File: src/hdl/pfv_pkg.sv
// Shared types, codes and defaults for the parent forest validator.
package pfv_pkg;

  localparam int unsigned MaxNodesDef     = 8192;
  localparam int unsigned MaxNameBytesDef = 160;
  localparam int unsigned CountW          = 14;

  localparam logic [1:0] COL_WHITE = 2'd0;
  localparam logic [1:0] COL_GRAY  = 2'd1;
  localparam logic [1:0] COL_BLACK = 2'd2;

  typedef enum logic [2:0] {
    CAUSE_OK       = 3'd0,
    CAUSE_NAME     = 3'd1,
    CAUSE_TOO_MANY = 3'd2,
    CAUSE_BAD_NODE = 3'd3,
    CAUSE_DUP      = 3'd4,
    CAUSE_MISSING  = 3'd5,
    CAUSE_CYCLE    = 3'd6
  } cause_e;

  typedef enum logic [3:0] {
    ST_IDLE,
    ST_CHECK,
    ST_DSRD,
    ST_DSCMP,
    ST_END,
    ST_CLR,
    ST_WSTART,
    ST_P1RD,
    ST_P1EV,
    ST_P1SRD,
    ST_P1SCMP,
    ST_P2RD,
    ST_P2EV,
    ST_P2SRD,
    ST_P2SCMP,
    ST_DONE
  } state_e;

  typedef struct packed {
    logic       load_rec;
    logic       key_in;
    logic       key_par;
    logic       idx_clr;
    logic       idx_inc;
    logic       rd_id;
    logic       rd_node;
    logic       col_we;
    logic       col_at_idx;
    logic [1:0] col_val;
    logic       store;
    logic       cnt_inc;
    logic       set_fault;
    logic       set_ovf;
    logic       cur_i;
    logic       cur_idx;
    logic       i_clr;
    logic       i_inc;
    logic       set_cause;
    cause_e     cause;
    logic       out_load;
  } cmd_t;

  typedef struct packed {
    logic       carries;
    logic       last;
    logic       good;
    logic       cnt_full;
    cause_e     fault;
    logic       ovf;
    logic       scene_ok;
    logic       idx_end;
    logic       id_match;
    logic [1:0] col;
    logic       par_zero;
    logic       i_end;
    logic       out_busy;
  } sts_t;

endpackage

File: src/hdl/pfv_ctrl.sv
// Sequencer: load checks, duplicate search, colour clear and the two-pass chain walk.
module pfv_ctrl import pfv_pkg::*; (
  input  logic clk_i,
  input  logic rst_ni,
  input  logic in_valid_i,
  output logic in_ready_o,
  input  sts_t sts_i,
  output cmd_t cmd_o
);

  state_e state_q, state_d;

  always_ff @(posedge clk_i or negedge rst_ni) begin
    if (!rst_ni) state_q <= ST_IDLE;
    else         state_q <= state_d;
  end

  assign in_ready_o = (state_q == ST_IDLE);

  always_comb begin
    state_d = state_q;
    case (state_q)
      ST_IDLE:   if (in_valid_i) state_d = ST_CHECK;
      ST_CHECK: begin
        if (sts_i.carries && !sts_i.cnt_full && sts_i.fault == CAUSE_OK && sts_i.good)
          state_d = ST_DSRD;
        else
          state_d = ST_END;
      end
      ST_DSRD:   state_d = sts_i.idx_end ? ST_END : ST_DSCMP;
      ST_DSCMP:  state_d = sts_i.id_match ? ST_END : ST_DSRD;
      ST_END: begin
        if (!sts_i.last) state_d = ST_IDLE;
        else if (!sts_i.scene_ok || sts_i.ovf || sts_i.fault != CAUSE_OK) state_d = ST_DONE;
        else state_d = ST_CLR;
      end
      ST_CLR:    if (sts_i.idx_end) state_d = ST_WSTART;
      ST_WSTART: state_d = sts_i.i_end ? ST_DONE : ST_P1RD;
      ST_P1RD:   state_d = ST_P1EV;
      ST_P1EV: begin
        if (sts_i.col == COL_GRAY) state_d = ST_DONE;
        else if (sts_i.col == COL_BLACK || sts_i.par_zero) state_d = ST_P2RD;
        else state_d = ST_P1SRD;
      end
      ST_P1SRD:  state_d = sts_i.idx_end ? ST_DONE : ST_P1SCMP;
      ST_P1SCMP: state_d = sts_i.id_match ? ST_P1RD : ST_P1SRD;
      ST_P2RD:   state_d = ST_P2EV;
      ST_P2EV: begin
        if (sts_i.col == COL_BLACK || sts_i.par_zero) state_d = ST_WSTART;
        else state_d = ST_P2SRD;
      end
      ST_P2SRD:  state_d = sts_i.idx_end ? ST_WSTART : ST_P2SCMP;
      ST_P2SCMP: state_d = sts_i.id_match ? ST_P2RD : ST_P2SRD;
      ST_DONE:   if (!sts_i.out_busy) state_d = ST_IDLE;
      default:   state_d = ST_IDLE;
    endcase
  end

  always_comb begin
    cmd_o = '0;
    case (state_q)
      ST_IDLE: cmd_o.load_rec = in_valid_i;
      ST_CHECK: begin
        if (sts_i.carries) begin
          if (sts_i.cnt_full) begin
            cmd_o.set_ovf = 1'b1;
          end else if (sts_i.fault != CAUSE_OK) begin
            cmd_o.cnt_inc = 1'b1;
          end else if (!sts_i.good) begin
            cmd_o.set_fault = 1'b1;
            cmd_o.cause     = CAUSE_BAD_NODE;
            cmd_o.cnt_inc   = 1'b1;
          end else begin
            cmd_o.key_in  = 1'b1;
            cmd_o.idx_clr = 1'b1;
          end
        end
      end
      ST_DSRD: begin
        if (sts_i.idx_end) begin
          cmd_o.store   = 1'b1;
          cmd_o.cnt_inc = 1'b1;
        end else begin
          cmd_o.rd_id = 1'b1;
        end
      end
      ST_DSCMP: begin
        if (sts_i.id_match) begin
          cmd_o.set_fault = 1'b1;
          cmd_o.cause     = CAUSE_DUP;
          cmd_o.cnt_inc   = 1'b1;
        end else begin
          cmd_o.idx_inc = 1'b1;
        end
      end
      ST_END: begin
        cmd_o.set_cause = 1'b1;
        if (!sts_i.scene_ok) cmd_o.cause = CAUSE_NAME;
        else if (sts_i.ovf) cmd_o.cause = CAUSE_TOO_MANY;
        else cmd_o.cause = sts_i.fault;
        cmd_o.idx_clr = 1'b1;
      end
      ST_CLR: begin
        if (sts_i.idx_end) begin
          cmd_o.i_clr = 1'b1;
        end else begin
          cmd_o.col_we     = 1'b1;
          cmd_o.col_at_idx = 1'b1;
          cmd_o.col_val    = COL_WHITE;
          cmd_o.idx_inc    = 1'b1;
        end
      end
      ST_WSTART: begin
        if (sts_i.i_end) begin
          cmd_o.set_cause = 1'b1;
          cmd_o.cause     = CAUSE_OK;
        end else begin
          cmd_o.cur_i = 1'b1;
        end
      end
      ST_P1RD, ST_P2RD: cmd_o.rd_node = 1'b1;
      ST_P1EV: begin
        if (sts_i.col == COL_GRAY) begin
          cmd_o.set_cause = 1'b1;
          cmd_o.cause     = CAUSE_CYCLE;
        end else if (sts_i.col == COL_BLACK) begin
          cmd_o.cur_i = 1'b1;
        end else begin
          cmd_o.col_we  = 1'b1;
          cmd_o.col_val = COL_GRAY;
          if (sts_i.par_zero) begin
            cmd_o.cur_i = 1'b1;
          end else begin
            cmd_o.key_par = 1'b1;
            cmd_o.idx_clr = 1'b1;
          end
        end
      end
      ST_P1SRD: begin
        if (sts_i.idx_end) begin
          cmd_o.set_cause = 1'b1;
          cmd_o.cause     = CAUSE_MISSING;
        end else begin
          cmd_o.rd_id = 1'b1;
        end
      end
      ST_P1SCMP, ST_P2SCMP: begin
        if (sts_i.id_match) cmd_o.cur_idx = 1'b1;
        else cmd_o.idx_inc = 1'b1;
      end
      ST_P2EV: begin
        if (sts_i.col == COL_BLACK) begin
          cmd_o.i_inc = 1'b1;
        end else begin
          cmd_o.col_we  = 1'b1;
          cmd_o.col_val = COL_BLACK;
          if (sts_i.par_zero) begin
            cmd_o.i_inc = 1'b1;
          end else begin
            cmd_o.key_par = 1'b1;
            cmd_o.idx_clr = 1'b1;
          end
        end
      end
      ST_P2SRD: begin
        if (sts_i.idx_end) cmd_o.i_inc = 1'b1;
        else cmd_o.rd_id = 1'b1;
      end
      ST_DONE: cmd_o.out_load = !sts_i.out_busy;
      default: cmd_o = '0;
    endcase
  end

endmodule

File: config.mk
export PLATFORM = sky130hd
export DESIGN_NAME = pfv_ctrl
export DESIGN_NICKNAME = d
export VERILOG_FILES = /design/src/hdl/pfv_pkg.sv /design/src/hdl/pfv_ctrl.sv
export SDC_FILE = /design/constraint.sdc
export NUM_CORES = 1
export LEC_CHECK = 0
export BUFFER_PORTS_ARGS = -buffer_cell sky130_fd_sc_hd__buf_2
export CORE_MARGIN = 5
export CORE_UTILIZATION = 30
export CTS_CLUSTER_DIAMETER = 30
export DETAILED_ROUTE_END_ITERATION = 8
export GPL_ROUTABILITY_DRIVEN = 0
export PLACE_DENSITY_LB_ADDON = 0.08
export RECOVER_POWER = 50
export SETUP_SLACK_MARGIN = 0.1
export SYNTH_ARGS = -nofsm -noshare
export SYNTH_HDL_FRONTEND = slang
export SYNTH_SLANG_ARGS = --single-unit
File: constraint.sdc
create_clock -name clk_i -period 1.9 [get_ports clk_i]
set_clock_uncertainty 0.1 [all_clocks]
set_input_delay 0.095 -clock clk_i [delete_from_list [all_inputs] [get_ports clk_i]]
set_output_delay 0.095 -clock clk_i [all_outputs]
set_load 0.03 [all_outputs]
# Word level (Yosys, flattened, before mapping)
# Cells that the tools add are included.
# totals
in_bits,19
regBits,4
output_inout_bits,25
wordCells,115
# classes
muxes,77
n_eq_ne,20
reduce_logical,17
# ops
operator,count
$pmux 4 s16,1
$mux 4,13
$eq 4x4->1 const B,8
$mux 3,10
$mux 1,29
$mux 2,13
$pmux 3 s6,1
$eq 4x3->1 const B,4
$pmux 1 s2,5
$eq 4x2->1 const B,2
$pmux 1 s4,2
$ne 2x2->1 const B,3
$pmux 1 s3,2
$pmux 2 s3,1
$reduce_or 3->1,2
$eq 4x1->1 const B,1
$logic_not 4->1,1
$reduce_or 2->1,2
$logic_and 1x1->1,3
$logic_not 1->1,3
$logic_not 3->1,1
$logic_or 1x1->1,3
$reduce_and 3->1,1
$reduce_bool 3->1,1
2 further kinds,2

# Logic depth before layout (Yosys ltp)
# Gate-level depths: netlist (run 1).
# depth
depth_word,6
ltp_mapped,6
mapped_depth_nobuf,6

# Least setup slack after synthesis (run 1)
# No wires, ideal clock.
# synth_timing
path_kind,reg-to-output
start,register state_q[3]
end,output cmd_o[23] (netlist name)
path_buffers,1
arrival_ps,2115
setup_slack_ps,-410
required_ps,1705
stages_incl_launch_ff,4
cell_sequence,dfrtp_1 -> buf_2 -> nor4_1 -> and2_1
# synth_rtl
item,line_no,source
start: declaration,pfv_ctrl.sv:11,"state_e state_q, state_d;"
start signal: assignment,pfv_ctrl.sv:15,else state_q <= state_d;
end: declaration,pfv_ctrl.sv:8,output cmd_t cmd_o

==> results_dict.tcl, run 1 <==
set metrics [dict create \
    leakage_nw 0.7304 \
    outcome "complete, no violations" \
    overflow 0 \
    grt_setup_unrepaired "true" \
    ir_drop_mv 0.7597 \
    async_flop_share 1.000 \
    power_per_cell_area_nw_per_um2 1566 \
    drt-total-wl_mm 3.623 \
    setup_viol 0 \
    power.total_mw 2.429 \
    cp_slowest_stage_delay_ns 0.41 \
    r2r-end "state_q[0]$_DFFE_PN0P_" \
    worst_setup_path_end_kind "output pin" \
    maxCapViolations 0 \
    worst-path-max-fanout 4 \
    clk_pin_slew_ns 0.03 \
    fp.dieH_um 65.93 \
    ant_nets 0 \
    viasPerCell 5.161 \
    regMostFlops "state_q" \
    synthesis.nets 161 \
    yosysUniqueCellTypes 51 \
    first_pass_iters 4 \
    cp_slowest_cell "dfrtp_1" \
    final_nets 221 \
    ys_seq_area_frac 0.1067 \
    row_count 20 \
    hpwl_mm 2.783 \
    grt_pass1_vias 1229 \
    drive_above_1_share 0.4949 \
    finalMaxSlewViolations 0 \
    hold_class "primary input to async pin" \
    cp-startpoint "state_q[0]$_DFFE_PN0P_" \
    fin_crit_sh 0.9807 \
    crit_required_ns 1.70 \
    io_buffers 43 \
    yosys_register_bits 4 \
    synth_edf_count 0 \
    rr_worst_depth 5 \
    ioPinCount 44 \
    arrival_ns 1.67 \
    grt_start_max_net_pins 13 \
    synth_warnings 0 \
    crit_chain "nor2b_2 -> nand4b_1 -> or2_4 -> inv_1 -> or3_4 -> buf_6" \
    min_period_ns 1.863 \
    rrSetupSlack_ns 0.18 \
    vias 1249 \
    clock_latency_ns 0.23 \
    clock_path_buffers 2 \
    drt_iter0_markers 65 \
    path_class "flip-flop to output pin" \
    clock_sinks 4 \
    core-area_um2 3028 \
    largest_reg_flops 4 \
    grt_first_pass_wirelength_mm 5.913 \
    synth_cells 140 \
    rr_startpoint "state_q[0]$_DFFE_PN0P_" \
    start_util 0.3099 \
    worstMarginPinSlew_ns 0.4059 \
    synth-main-ff-cell "dfrtp_1" \
    synth_top_area_frac 0.1067 \
    post-route-util 0.5124 \
    reg_top3 "state_q (4)" \
    synth_top_area_cell "dfrtp_1" \
    whs_ns 0.1178 \
    root_buffer "clkbuf_4" \
    startpoint_type "flip-flop" \
    hold_viol 0 \
    die_w_um 65.93 \
    grt.total_usage 0.1678 \
    areaGrowthSynthToFinish_pct 65.33 \
    syn_area_um2 938.4 \
    drc_errors 0 \
    synth_top_cells_by_area "dfrtp_1 (11%), nand2b_1 (8.0%), a21oi_1 (5.9%)" \
    antenna_found_initial 0 \
    cts_buffers 3 \
    cts_tree "done" \
    diodes 0 \
    h-tree-depth 1 \
    die_area_um2 4347 \
    max_slew_margin 0.7251 \
    wl_per_cell_um 14.97 \
    syn_area_per_cell_um2 6.703 \
    fmax_mhz 536.7 \
]
[layer usage]
metal / global-route usage / wire [µm] / vias to the layer above
met5: 0 / 0 / -
met4: 0.02538 / 17 / 0
met3: 0.01020 / 160 / 2
met2: 0.2791 / 1849 / 31
met1: 0.2409 / 1595 / 586
li1: - / - / 630
[cell families (layout without fill, tap and decap cells)]
| family | Yosys count | in the layout | share of synthesized area |
|---|---|---|---|
| xor gates and xnor gates | 1 | 1 | 0.009335 |
| adders and majority gates | 2 | 2 | 0.02666 |
| AOI/OAI and AO/OA | 40 | 40 | 0.2867 |
| buffers and inverters | 20 | 78 | 0.08933 |
| muxes | 3 | 3 | 0.03200 |
| and+or+nand+nor | 70 | 70 | 0.4494 |
| DFF | 4 | 4 | 0.1067 |
[cells in the mapped netlist, types with 4 or more instances]
| master | n |
|---|---|
| nand2b_1 | 12 |
| a21oi_1 | 11 |
| nand2_1 | 11 |
| inv_1 | 9 |
| nor2_1 | 9 |
| nor3_1 | 7 |
| o21ai_0 | 7 |
| nor2b_1 | 6 |
| buf_2 | 4 |
| clkbuf_1 | 4 |
| dfrtp_1 | 4 |
[report_power, final]
part	internal [mW]	total, mW	switching (mW)
sequential	0.141	0.238	0.0963
clock	0.0704	0.103	0.0321
combinational	0.949	2.09	1.14
total	1.16	2.43	1.27
[layout by cell type, fill, tap and decap left out, types with 3 or more instances in the layout]
| master | instances |
|---|---|
| buf_2 | 23 |
| buf_4 | 22 |
| buf_6 | 11 |
| nand2b_1 | 10 |
| a21oi_1 | 10 |
| inv_1 | 9 |
| nand2_1 | 8 |
| nor2_1 | 7 |
| o21ai_0 | 6 |
| clkbuf_1 | 6 |
| nor3_1 | 4 |
| clkbuf_4 | 4 |
| nor3_2 | 3 |
| or3_4 | 3 |
| nand2_2 | 3 |
| mux2i_1 | 3 |
| a21o_1 | 3 |
| nor2b_1 | 3 |
| dfrtp_2 | 3 |
[what timing repair did]
item                                    CTS  global route
buffers inserted                          5             3
pin swaps                                 4             8
resized for setup                        24            32
hold endpoints to repair                  4             0
cloned                                    0             0
endpoints found under the setup margin   14            17
hold buffers                              1             0
[per-stage QoR]
stage                     area [µm²]  instances  setup TNS, ns  worst slack (ns)
after CTS                       1436        239              0           0.06197
final                           1551        242              0           0.03670
after floorplan                960.9        140   -0.000003997      -0.000001998
after global routing            1551        242       -0.06908          -0.04218
after global placement          1286        230              0            0.1586
after detailed placement        1286        230              0            0.1345
[how the worst max path moves through the flow]
stage                      to  slack, ns  cells past startpoint
CTS                 cmd_o[20]       0.06                      6
floorplan            cmd_o[0]  -0.000002                      4
finish              cmd_o[20]       0.04                      6
detailed placement   cmd_o[2]       0.13                      5
global route        cmd_o[20]      -0.04                      6
global placement     cmd_o[8]       0.16                      4
[worst max-delay path: cells and delay by family, from the launching register on]
family | cells | cell delay [ns]
AND/OR/NAND/NOR | 4 | 0.84
flip-flops | 1 | 0.41
buffers and inverters | 2 | 0.18
[final cells by class]
cell class | count | area [µm²]
inverters | 9 | 33.78
multi-input cells | 116 | 882.1
fillers | 308 | 1476
clock buffers | 3 | 22.52
repair buffers | 66 | 454.2
flip-flops and latches | 4 | 103.9
well taps | 44 | 55.05
No activity file was read; power rests on OpenSTA's default activity.
==> inputs of run 2 (changes only) <==
- ABC_AREA: unset -> 1
==> run 2 against run 1 <==
Sequential share of layout area is 1.9 points higher. Clock-buffer cell count stayed put. First-iteration DRC count is 23% lower. Clock power hardly changed. Combinational power is 32% lower. Final cell count is 2.9% lower. Flip-flop and latch count stayed put. Maximum frequency is 3.2% higher. Die area is 14% lower. Utilization is 2.6 points lower.
==> results_dict.tcl, run 2 <==
set metrics [dict create \
    outcome "complete, no violations" \
    power.total_mw 1.746 \
    drive_above_1_share 0.3610 \
    die_w_um 61.06 \
    async_flop_share 1.000 \
    cts_tree "done" \
    viasPerCell 4.991 \
    placed_cell_area_um2 1050 \
    areaGrowthSynthToFinish_pct 54.08 \
    diodes 0 \
    post-route-util 0.4864 \
    yosys_register_bits 4 \
    reg_top3 "state_q (4)" \
    hold_class "primary input to flip-flop" \
    synth_warnings 0 \
    fmax_mhz 554.0 \
    grt.total_usage 0.1504 \
    synth_top_cells_by_area "nand2_1 (20%), inv_1 (14%), dfrtp_1 (13%)" \
    grt_pass1_vias 1042 \
    ant_nets 0 \
    leakage_nw 0.7625 \
    row_count 18 \
    yosysUniqueCellTypes 23 \
    first_pass_iters 4 \
    io_buffers 43 \
    hold_depth 3 \
    p_comb_frac 0.817 \
    layout_commonest_cell "nand2_1" \
    clk_pin_slew_ns 0.04 \
    clock_sinks 4 \
    max_slew_margin 0.7469 \
    clock_latency_ns 0.23 \
    h-tree-depth 1 \
    ir_drop_mv 0.8479 \
    final_nets 228 \
    synth_common_cells "nand2_1 (42), inv_1 (29), nor2_1 (25), nand3_1 (18), o211ai_1 (5)" \
    p_clk_frac 0.058 \
    maxCapViolations 0 \
    hold_viol 0 \
    p_seq_frac 0.125 \
    antenna_found_initial 0 \
    crit_required_ns 1.70 \
    grt_first_pass_wirelength_mm 4.284 \
    start_util 0.3157 \
    ioPinCount 44 \
    synth_top_area_cell "nand2_1" \
    synthesis.nets 172 \
    setup_viol 0 \
    netSwitchingFraction 0.6047 \
    overflow 0 \
    arrival_ns 1.61 \
    cts_buffers 3 \
    grt_start_max_net_pins 8 \
    synth_cells 151 \
    vias 1173 \
    finalSetupTns_ns 0 \
    worst_setup_path_end_kind "output pin" \
    path_class "flip-flop to output pin" \
    fp.dieH_um 61.06 \
    finalMaxSlewViolations 0 \
    synth-main-ff-cell "dfrtp_1" \
    worst-path-max-fanout 4 \
    synth.most_common_cell "nand2_1" \
    root_buffer "clkbuf_4" \
    fin_crit_sh 0.9500 \
    startpoint_type "flip-flop" \
    hpwl_mm 2.327 \
    wl_per_cell_um 12.38 \
    synth_edf_count 0 \
    core-area_um2 2477 \
    clock_path_buffers 2 \
    synth_top_area_frac 0.2016 \
    regMostFlops "state_q" \
    ys_seq_area_frac 0.1280 \
    die_area_um2 3728 \
    p_int_uw 690.1 \
    drt_iter0_markers 50 \
    rr_worst_depth 6 \
    worstMarginPinSlew_ns 0.3813 \
    syn_area_per_cell_um2 5.179 \
    min_period_ns 1.805 \
    drt-total-wl_mm 2.909 \
    layout_common_cells "nand2_1 (39), buf_2 (30), inv_1 (25)" \
    grt_setup_unrepaired "true" \
    drc_errors 0 \
    p_switching_mw 1.056 \
    syn_area_um2 782.0 \
    stdcell_area_um2 1205 \
    largest_reg_flops 4 \
    power_per_cell_area_nw_per_um2 1449 \
]
==> run 2: power by group through the flow <==
stage / registers [mW] / clock network, mW / logic, mW
finish: 0.218 / 0.102 / 1.43
global route: 0.226 / 0.113 / 1.57
CTS: 0.208 / 0.106 / 1.22
detailed placement: 0.207 / 0 / 1.19
global placement: 0.207 / 0 / 1.20
floorplan: 0.191 / 0 / 0.874
==> run 2: per-layer routing <==
| layer | part of all wire | GRT usage | up-vias | wire [µm] |
|---|---|---|---|---|
| met5 | 0 | 0 | - | 0 |
| met4 | 0.016 | 0.05263 | 0 | 46 |
| met3 | 0.097 | 0.02935 | 4 | 281 |
| met2 | 0.47 | 0.2523 | 53 | 1358 |
| met1 | 0.42 | 0.1914 | 523 | 1222 |
| li1 | - | - | 593 | - |
==> run 2: stage by stage <==
step           hold slack (ns)  cells  setup slack, ns
2_1_floorplan          -0.3006    151           0.1791
3_3_place_gp           -0.1996    225           0.2617
3_5_place_dp           -0.1980    225           0.2632
4_1_cts                0.08863    229          0.09468
5_1_grt                 0.1406    235          0.02707
6_report               0.09616    235          0.09505
==> run 2: cell type report <==
class                           count  area [µm²]
Fill cell                         281        1272
Multi-Input combinational cell    115       623.1
Timing Repair Buffer               51       295.3
Inverter                           32       122.6
Sequential cell                     4       103.9
Tap cell                           30       37.54
Clock buffer                        3       22.52
==> run 2: logic make-up (layout without fill, tap and decap cells) <==
family | after synthesis | after routing | share of synthesized area
DFF | 4 | 4 | 0.1280
AOI/OAI and AO/OA | 17 | 17 | 0.1536
and+or+nand+nor | 96 | 96 | 0.5328
buffers and inverters | 32 | 86 | 0.1536
adders and majority gates | 2 | 2 | 0.03199
==> run 2: what timing repair did <==
action,CTS,global route
endpoints found under the hold margin,4,0
endpoints found under the setup margin,6,10
pin swaps,0,4
cloned,0,0
buffers inserted,0,6
gates resized for setup,5,32
hold buffers,1,0
==> run 2: final timing paths <==
kind,startpoint,end,slack [ns]
min reg2reg,state_q[0]$_DFFE_PN0P_,state_q[3]$_DFFE_PN0P_,0.64
max in group asynchronous,rst_ni,state_q[2]$_DFFE_PN0P_,1.39
max reg2reg,state_q[2]$_DFFE_PN0P_,state_q[3]$_DFFE_PN0P_,0.36
min,sts_i[0],state_q[1]$_DFFE_PN0P_,0.1
max,state_q[3]$_DFFE_PN0P_,cmd_o[18],0.1
min in group asynchronous,rst_ni,state_q[3]$_DFFE_PN0P_,0.12
==> run 2: critical path, cell delays in order, from the launching register on <==
cell,delay [ns]
dfrtp_2,0.42
buf_4,0.16
nor2_2,0.16
buf_4,0.16
nand3_1,0.12
o31ai_1,0.13
buf_4,0.23
==> inputs of run 3 (changes only) <==
- BUFFER_PORTS_ARGS: -buffer_cell sky130_fd_sc_hd__buf_2 -> -buffer_cell sky130_fd_sc_hd__clkbuf_2
==> run 3 against run 2 <==
Via count is 2.6% lower. Global-route usage stayed put. Die area stayed put. First-iteration DRC count is 8.0% lower. Utilization is 2.2 points lower. Setup slack better by 0.026 ns. Critical path depth is 2 higher. Register-to-register slack worse by 0.05 ns. Clock power hardly changed. Routed wire length is 7.2% lower. Non-clock buffer count is 1 lower.
==> results_dict.tcl, run 3 (synthesis gave the netlist of run 2 again) <==
set metrics [dict create \
    worst_setup_path_end_kind "output pin" \
    drt_iter0_markers 46 \
    finalSetupTns_ns 0 \
    clock_path_buffers 2 \
    die_w_um 61.06 \
    max_slew_margin 0.7450 \
    overflow 0 \
    diodes 0 \
    root_buffer "clkbuf_4" \
    drive_above_1_share 0.3137 \
    grt_setup_unrepaired "true" \
    power_per_cell_area_nw_per_um2 1412 \
    ir_drop_mv 0.7735 \
    clock_latency_ns 0.23 \
    arrival_ns 1.58 \
    core-area_um2 2477 \
    viasPerCell 4.885 \
    p_int_uw 634.1 \
    hold_depth 3 \
    p_seq_frac 0.132 \
    holdPathEnd "state_q[1]$_DFFE_PN0P_" \
    crit_required_ns 1.70 \
    worst-path-max-fanout 5 \
    fin_cells 234 \
    fillerInstances 295 \
    ant_nets 0 \
    clock_sinks 4 \
    rrSetupSlack_ns 0.31 \
    areaGrowthSynthToFinish_pct 47.04 \
    row_count 18 \
    grt_pass1_vias 1017 \
    reg_top3 "state_q (4)" \
    final_nets 227 \
    ioPinCount 44 \
    first_pass_iters 4 \
    rr_worst_depth 10 \
    drc_errors 0 \
    start_util 0.3157 \
    regArea_um2 102.6 \
    h-tree-depth 1 \
    fin_crit_sh 0.9361 \
    drt-total-wl_mm 2.700 \
    grt.total_usage 0.1504 \
    p_comb_frac 0.807 \
    fmax_mhz 562.3 \
    layout_common_cells "nand2_1 (40), inv_1 (27), clkbuf_2 (27)" \
    antenna_found_initial 0 \
    grt_start_max_net_pins 8 \
    vias 1143 \
    placed_cell_area_um2 1057 \
    hpwl_mm 2.303 \
    clk_pin_slew_ns 0.04 \
    outcome "complete, no violations" \
    leakage_nw 0.7207 \
    hold_viol 0 \
    setup_viol 0 \
    rr_startpoint "state_q[3]$_DFFE_PN0P_" \
    netSwitchingFraction 0.6093 \
    whs_ns 0.1030 \
    finalMaxSlewViolations 0 \
    maxCapViolations 0 \
    path_class "flip-flop to output pin" \
    min_from "sts_i[0]" \
    io_buffers 43 \
    dp_cells 226 \
    stdcell_area_um2 1150 \
    worstMarginPinSlew_ns 0.3841 \
    multi_input_area_um2 595.6 \
    die_area_um2 3728 \
    p_switching_uw 988.9 \
    cts_buffers 3 \
    wl_per_cell_um 11.54 \
    p_clk_frac 0.061 \
    startpoint_type "flip-flop" \
    min_period_ns 1.779 \
    cts_tree "done" \
    r2r-end "state_q[1]$_DFFE_PN0P_" \
    layout_commonest_cell "nand2_1" \
    grt_first_pass_wirelength_mm 4.347 \
    largest_reg_flops 4 \
    worst_slack_ns 0.1215 \
    pre_cts_slack_ns 0.2517 \
    hold_class "primary input to flip-flop" \
    regMostFlops "state_q" \
    fp.dieH_um 61.06 \
]
==> run 3: cell types whose count changed in the layout (fill, tap and decap cells not counted), sizes merged <==
cell | previous run | this run
buf | 43 | 10
clkbuf | 10 | 42
==> run 3: worst max-delay path by stage <==
stage | start | to | slack [ns] | cells after the start
global placement | state_q[3]$_DFFE_PN0P_ | cmd_o[20] | 0.26 | 8
floorplan | state_q[0]$_DFFE_PN0P_ | cmd_o[8] | 0.18 | 3
finish | state_q[3]$_DFFE_PN0P_ | cmd_o[20] | 0.12 | 8
CTS | state_q[3]$_DFFE_PN0P_ | cmd_o[20] | 0.08 | 8
detailed placement | state_q[3]$_DFFE_PN0P_ | cmd_o[20] | 0.25 | 8
global route | state_q[0]$_DFFE_PN0P_ | cmd_o[3] | 0.02 | 6
==> run 3: area by class of cell <==
type | count | area share
Inverter | 32 | 0.1045
Clock buffer | 3 | 0.01959
Tap cell | 30 | 0.03264
Timing Repair Buffer | 50 | 0.2361
Multi-Input combinational cell | 115 | 0.5180
Sequential cell | 4 | 0.08923
==> run 3: repair_timing <==
item                                   in CTS  in global routing
hold buffers                                1                  0
resized for setup                           5                 22
pin swaps                                   0                  3
endpoints found under the hold margin       4                  0
setup buffers                               0                  4
setup endpoints to repair                   6                 12
==> run 3: worst max-delay path: stages (launching register included) <==
cell and delay, ns:
dfrtp_1 0.43, inv_2 0.12, nand2_1 0.11, nor2_4 0.18, nand2_1 0.11, nor2_4 0.13
nor2_1 0.05, nand2_1 0.06, buf_4 0.16
==> run 3: through the flow <==
stage / power [mW] / utilization
floorplan: 1.064 / -
global placement: 1.429 / 0.4268
detailed placement: 1.414 / 0.4268
CTS: 1.549 / 0.4444
global route: 1.798 / 0.4641
finish: 1.623 / 0.4641
==> run 3: power groups by stage <==
stage          sequential [mW]  combinational [mW]  clock, mW
2_1_floorplan            0.191               0.874          0
4_1_cts                  0.209                1.23      0.105
5_1_grt                  0.221                1.47      0.110
3_5_place_dp             0.208                1.21          0
3_3_place_gp             0.205                1.22          0
6_report                 0.214                1.31     0.0990
==> run 3: routing by layer <==
layer | global-route usage | wire, µm
met5 | 0 | 0
met3 | 0.02935 | 255
met2 | 0.2402 | 1238
met4 | 0.01858 | 18
met1 | 0.2155 | 1188
